==> src/sv/c8ie_pkg.sv <==
// shared types and constants for the chip-8 instruction execute block
`timescale 1ns / 1ps
`default_nettype none
package c8ie_pkg;

    localparam int C8_MEM_BYTES   = 4096;
    localparam int C8_STACK_DEPTH = 16;
    localparam int SCREEN_W       = 64;
    localparam int SCREEN_H       = 32;
    localparam int ROW_W          = $clog2(SCREEN_H);
    localparam int ALU_W          = 17;

    localparam logic [1:0] CMD_EXEC  = 2'd0;
    localparam logic [1:0] CMD_WRITE = 2'd1;
    localparam logic [1:0] CMD_ROW   = 2'd2;

    localparam logic [3:0] OP_SYS   = 4'h0;
    localparam logic [3:0] OP_JP    = 4'h1;
    localparam logic [3:0] OP_CALL  = 4'h2;
    localparam logic [3:0] OP_SEI   = 4'h3;
    localparam logic [3:0] OP_SNEI  = 4'h4;
    localparam logic [3:0] OP_SER   = 4'h5;
    localparam logic [3:0] OP_LDI   = 4'h6;
    localparam logic [3:0] OP_ADDI  = 4'h7;
    localparam logic [3:0] OP_ALU   = 4'h8;
    localparam logic [3:0] OP_SNER  = 4'h9;
    localparam logic [3:0] OP_LDIDX = 4'hA;
    localparam logic [3:0] OP_JPV0  = 4'hB;
    localparam logic [3:0] OP_RND   = 4'hC;
    localparam logic [3:0] OP_DRW   = 4'hD;
    localparam logic [3:0] OP_KEY   = 4'hE;
    localparam logic [3:0] OP_MISC  = 4'hF;

    localparam logic [15:0] OPC_CLS = 16'h00E0;
    localparam logic [15:0] OPC_RET = 16'h00EE;

    localparam logic [3:0] ALU_MOV = 4'h0;
    localparam logic [3:0] ALU_OR  = 4'h1;
    localparam logic [3:0] ALU_AND = 4'h2;
    localparam logic [3:0] ALU_XOR = 4'h3;
    localparam logic [3:0] ALU_ADD = 4'h4;
    localparam logic [3:0] ALU_SUB = 4'h5;
    localparam logic [3:0] ALU_SHR = 4'h6;
    localparam logic [3:0] ALU_SBN = 4'h7;
    localparam logic [3:0] ALU_SHL = 4'hE;

    localparam logic [7:0] KEY_DOWN = 8'h9E;
    localparam logic [7:0] KEY_UP   = 8'hA1;

    localparam logic [7:0] FX_GET_DT = 8'h07;
    localparam logic [7:0] FX_WAITK  = 8'h0A;
    localparam logic [7:0] FX_SET_DT = 8'h15;
    localparam logic [7:0] FX_SET_ST = 8'h18;
    localparam logic [7:0] FX_ADD_I  = 8'h1E;
    localparam logic [7:0] FX_FONT   = 8'h29;
    localparam logic [7:0] FX_BCD    = 8'h33;
    localparam logic [7:0] FX_DUMP   = 8'h55;
    localparam logic [7:0] FX_LOAD   = 8'h65;

    localparam logic [7:0] BCD_HUNDRED = 8'd100;
    localparam logic [7:0] BCD_TEN     = 8'd10;

    typedef enum logic [3:0] {
        ST_IDLE, ST_EXEC, ST_SKIP, ST_REDUCE, ST_MEMW, ST_CLEAR,
        ST_DRAW_RD, ST_DRAW_WR, ST_BCD_SUB, ST_BCD_WR, ST_BCD_LAST,
        ST_DUMP, ST_LOAD_RD, ST_LOAD_WR, ST_FIN, ST_DONE
    } t_state;

    typedef struct packed {
        logic [ALU_W-1:0] a;
        logic [ALU_W-1:0] b;
        logic             sub;
    } t_alu_req;

    typedef struct packed {
        logic [ALU_W-1:0] sum;
        logic             carry;
    } t_alu_rsp;

endpackage
`default_nettype wire

==> src/sv/c8ie_alu.sv <==
// shared add and subtract unit
`timescale 1ns / 1ps
`default_nettype none
module c8ie_alu
    import c8ie_pkg::*;
(
    input  wire t_alu_req i_req,
    output t_alu_rsp      o_rsp
);
    logic [ALU_W:0] w_res;

    assign w_res = i_req.sub ? ({1'b0, i_req.a} - {1'b0, i_req.b})
                             : ({1'b0, i_req.a} + {1'b0, i_req.b});
    assign o_rsp.sum   = w_res[ALU_W-1:0];
    assign o_rsp.carry = w_res[ALU_W];
endmodule
`default_nettype wire

==> config.mk <==
export PLATFORM = sky130hd
export DESIGN_NAME = c8ie_alu
export DESIGN_NICKNAME = d
export VERILOG_FILES = /design/src/sv/c8ie_pkg.sv /design/src/sv/c8ie_alu.sv
export SDC_FILE = /design/constraint.sdc
export NUM_CORES = 1
export LEC_CHECK = 0
export ABC_AREA = 1
export ABC_CLOCK_PERIOD_IN_PS = 2300
export BUFFER_PORTS_ARGS = -buffer_cell sky130_fd_sc_hd__buf_2
export CORE_MARGIN = 3
export CORE_UTILIZATION = 30
export DETAILED_ROUTE_END_ITERATION = 7
export GPL_TIMING_DRIVEN = 0
export PLACE_DENSITY = 0.61
export SETUP_SLACK_MARGIN = 0.5
export SYNTH_ARGS = -nofsm -noshare
export SYNTH_HDL_FRONTEND = slang
export SYNTH_SLANG_ARGS = --single-unit
==> constraint.sdc <==
create_clock -name vclk -period 2.3
set_input_delay 0 -clock vclk [all_inputs]
set_output_delay 0 -clock vclk [all_outputs]
set_load 0.05 [all_outputs]
==> qor.txt <==
Share of cells above drive strength 1 -> 0.7090
Ant diodes -> 0
Ports -> 53
Antenna violations before repair -> 0
Final setup viols -> 0
Adder-Cell Fraction of Synth Area -> 0.1755
All-Layer GR Usage -> 0.1658
Dpl cell area -> 1822 um2
Core area -> 4414 um2
Post-CTS Hold Buffers -> 0
Leak pwr -> 1.434 nW
Register Area -> 0 um2
Crit path DAT -> 2.04 ns
Critical setup path kind -> in -> out
Fin cells -> 406
Area Overhead vs Synth -> 120.3%
Dpl hpwl -> 3476 um
Sequential share of the synthesized area -> 0
Full die area -> 5514 um2
Post-Place Worst Slack -> -0.03088 ns
Area leader, netlist -> nand2_1
Synth Area in Compound Gates -> 0.1003
Syn Nets -> 324
Status -> complete, no violations
DR iter-0 viols -> 97
Pin count of the biggest net entering global routing -> 11
GRT overflow -> 0
Routed WL per cell -> 15.85 um
RSZ-0062 raised after global routing -> true
Global-route wire length before repair -> 7486 um
Seq_cells -> 0
Fin area -> 3079 um2
Post-synthesis simple-gate area fraction -> 0.4736
Power per Cell Area -> 515.0 nW/um2
Inst Count DP -> 375
Wire length after detailed routing -> 6434 um
Setup TNS -> 0 ns
CP max FO -> 4
Die X -> 74.26 um
Synth cell count leaders -> nand2_1 (89), inv_1 (40), nor2_1 (36)
Final Max Slew Viols -> 0
Worst Slack Setup Final -> 0.2608 ns
Hold slack -> 0.5116 ns
Final core utilization -> 0.6976
Crit start category -> input port
Hold WC Path Type -> in -> out
Avg Inst Size Synth -> 5.176 um2
Pin slew with the least headroom to its limit -> 0.2790 ns
Most common cell in the netlist -> nand2_1
Fmax -> 490.4 MHz
Synth Area in XOR/XNOR -> 0.1379
Nets -> 410
Drt first pass iters -> 4
Post-synthesis cell type count -> 20
ANT nets after route -> 0
Mapped Area -> 1398 um2
Syn Inst Count -> 270
Vias in the first global route -> 1,737
FILL cells -> 296
Via count -> 2,109
Max-cap viol count -> 0
Ys Warns -> 0
Port Buffers -> 53
CLK BUF -> 0
Mux share of post-synthesis cell area -> 0
Largest family of logic cells by synthesized area -> simple AND/OR/NAND/NOR gates
Final Power -> 1.586 mW
Max-slew headroom -> 0.8128
Crit end category -> output port
Max IR drop VDD -> 0.0002525 V
Avg Vias per Cell -> 5.195
Rows -> 24
DIE HEIGHT -> 74.26 um
Starting Density -> 0.3166
Final Wtd Congestion -> 0.8342
Worst path required time -> 2.30 ns
Fin. Hold Viols -> 0
Post-synth top area share -> 0.2390
Tcrit/Tclk final -> 0.8866
Top cells by area, synth -> nand2_1 (24%), ha_1 (16%), inv_1 (11%)
Drt drc -> 0
Fin crit period -> 2.039 ns
==> path summary, 6_finish.rpt <==
check | from | end | slack [ns] | depth (start not counted)
setup / recovery | i_req[3] | o_rsp[0] | 0.26 | 16
hold / removal | i_req[18] | o_rsp[1] | 0.51 | 5
==> layer usage <==
metal,track usage,wire (um)
met1,0.2196,2351
met2,0.3130,3522
met3,0.001351,280
met4,0.01383,279
met5,0,0
==> cells by family after synthesis <==
| family | count (synthesis) |
|---|---|
| AND/OR/NAND/NOR | 159 |
| adder cells (fa/ha/maj) | 19 |
| XOR/XNOR | 22 |
| AO/OA/AOI/OAI | 28 |
| buffers and inverters | 42 |
==> critical path, stage by stage <==
cell	delay, ns
buf_6	0.10
inv_2	0.09
nand3_4	0.14
nor2_4	0.17
nor2_2	0.07
xnor2_2	0.27
ha_4	0.29
nand2_4	0.09
inv_2	0.05
a21oi_2	0.17
nand3_4	0.15
nand2_4	0.11
nand2_2	0.06
nand2_2	0.09
nand2_4	0.05
buf_8	0.14
==> report_power, final <==
part	switching, mW	total, mW	leakage, nW	internal (mW)
clock	0	0	0	0
sequential	0	0	0	0
combinational	0.946	1.59	1.43	0.639
==> repair_timing <==
item,4_1_cts,5_1_grt
buffers inserted,18,13
pin swaps,56,89
resized for setup,135,131
endpoints found under the setup margin,14,14
==> area by class of cell <==
| class | instances | area (um2) | area share |
|---|---|---|---|
| multi-input cells | 228 | 2147 | 0.6973 |
| repair buffers | 84 | 688.2 | 0.2235 |
| well taps | 52 | 65.06 | 0.02113 |
| inverters | 41 | 171.4 | 0.05567 |
| plain buffers | 1 | 7.507 | 0.002438 |
==> layout by cell type, fill, tap and decap left out, types with 2 or more instances in the layout <==
cell     netlist  layout
a21oi_2        0      11
a21oi_4        0       5
buf_12         0       2
buf_2          0      32
buf_4          0      29
buf_6          0      12
buf_8          0       9
ha_1          18       2
ha_4           0      15
inv_1         40      28
inv_2          1      10
inv_8          0       2
nand2_1       89      37
nand2_2        2      39
nand2_4        0      15
nand3_1       21      11
nand3_2        1       9
nand3_4        0       2
nor2_1        36       8
nor2_2         4      10
nor2_4         1      23
nor3_2         0       2
o21ai_0       10       4
o21ai_1        1       5
xnor2_2        0       5
xor2_1        16       4
xor2_2         0      11
(Power assumes the default switching activity.)
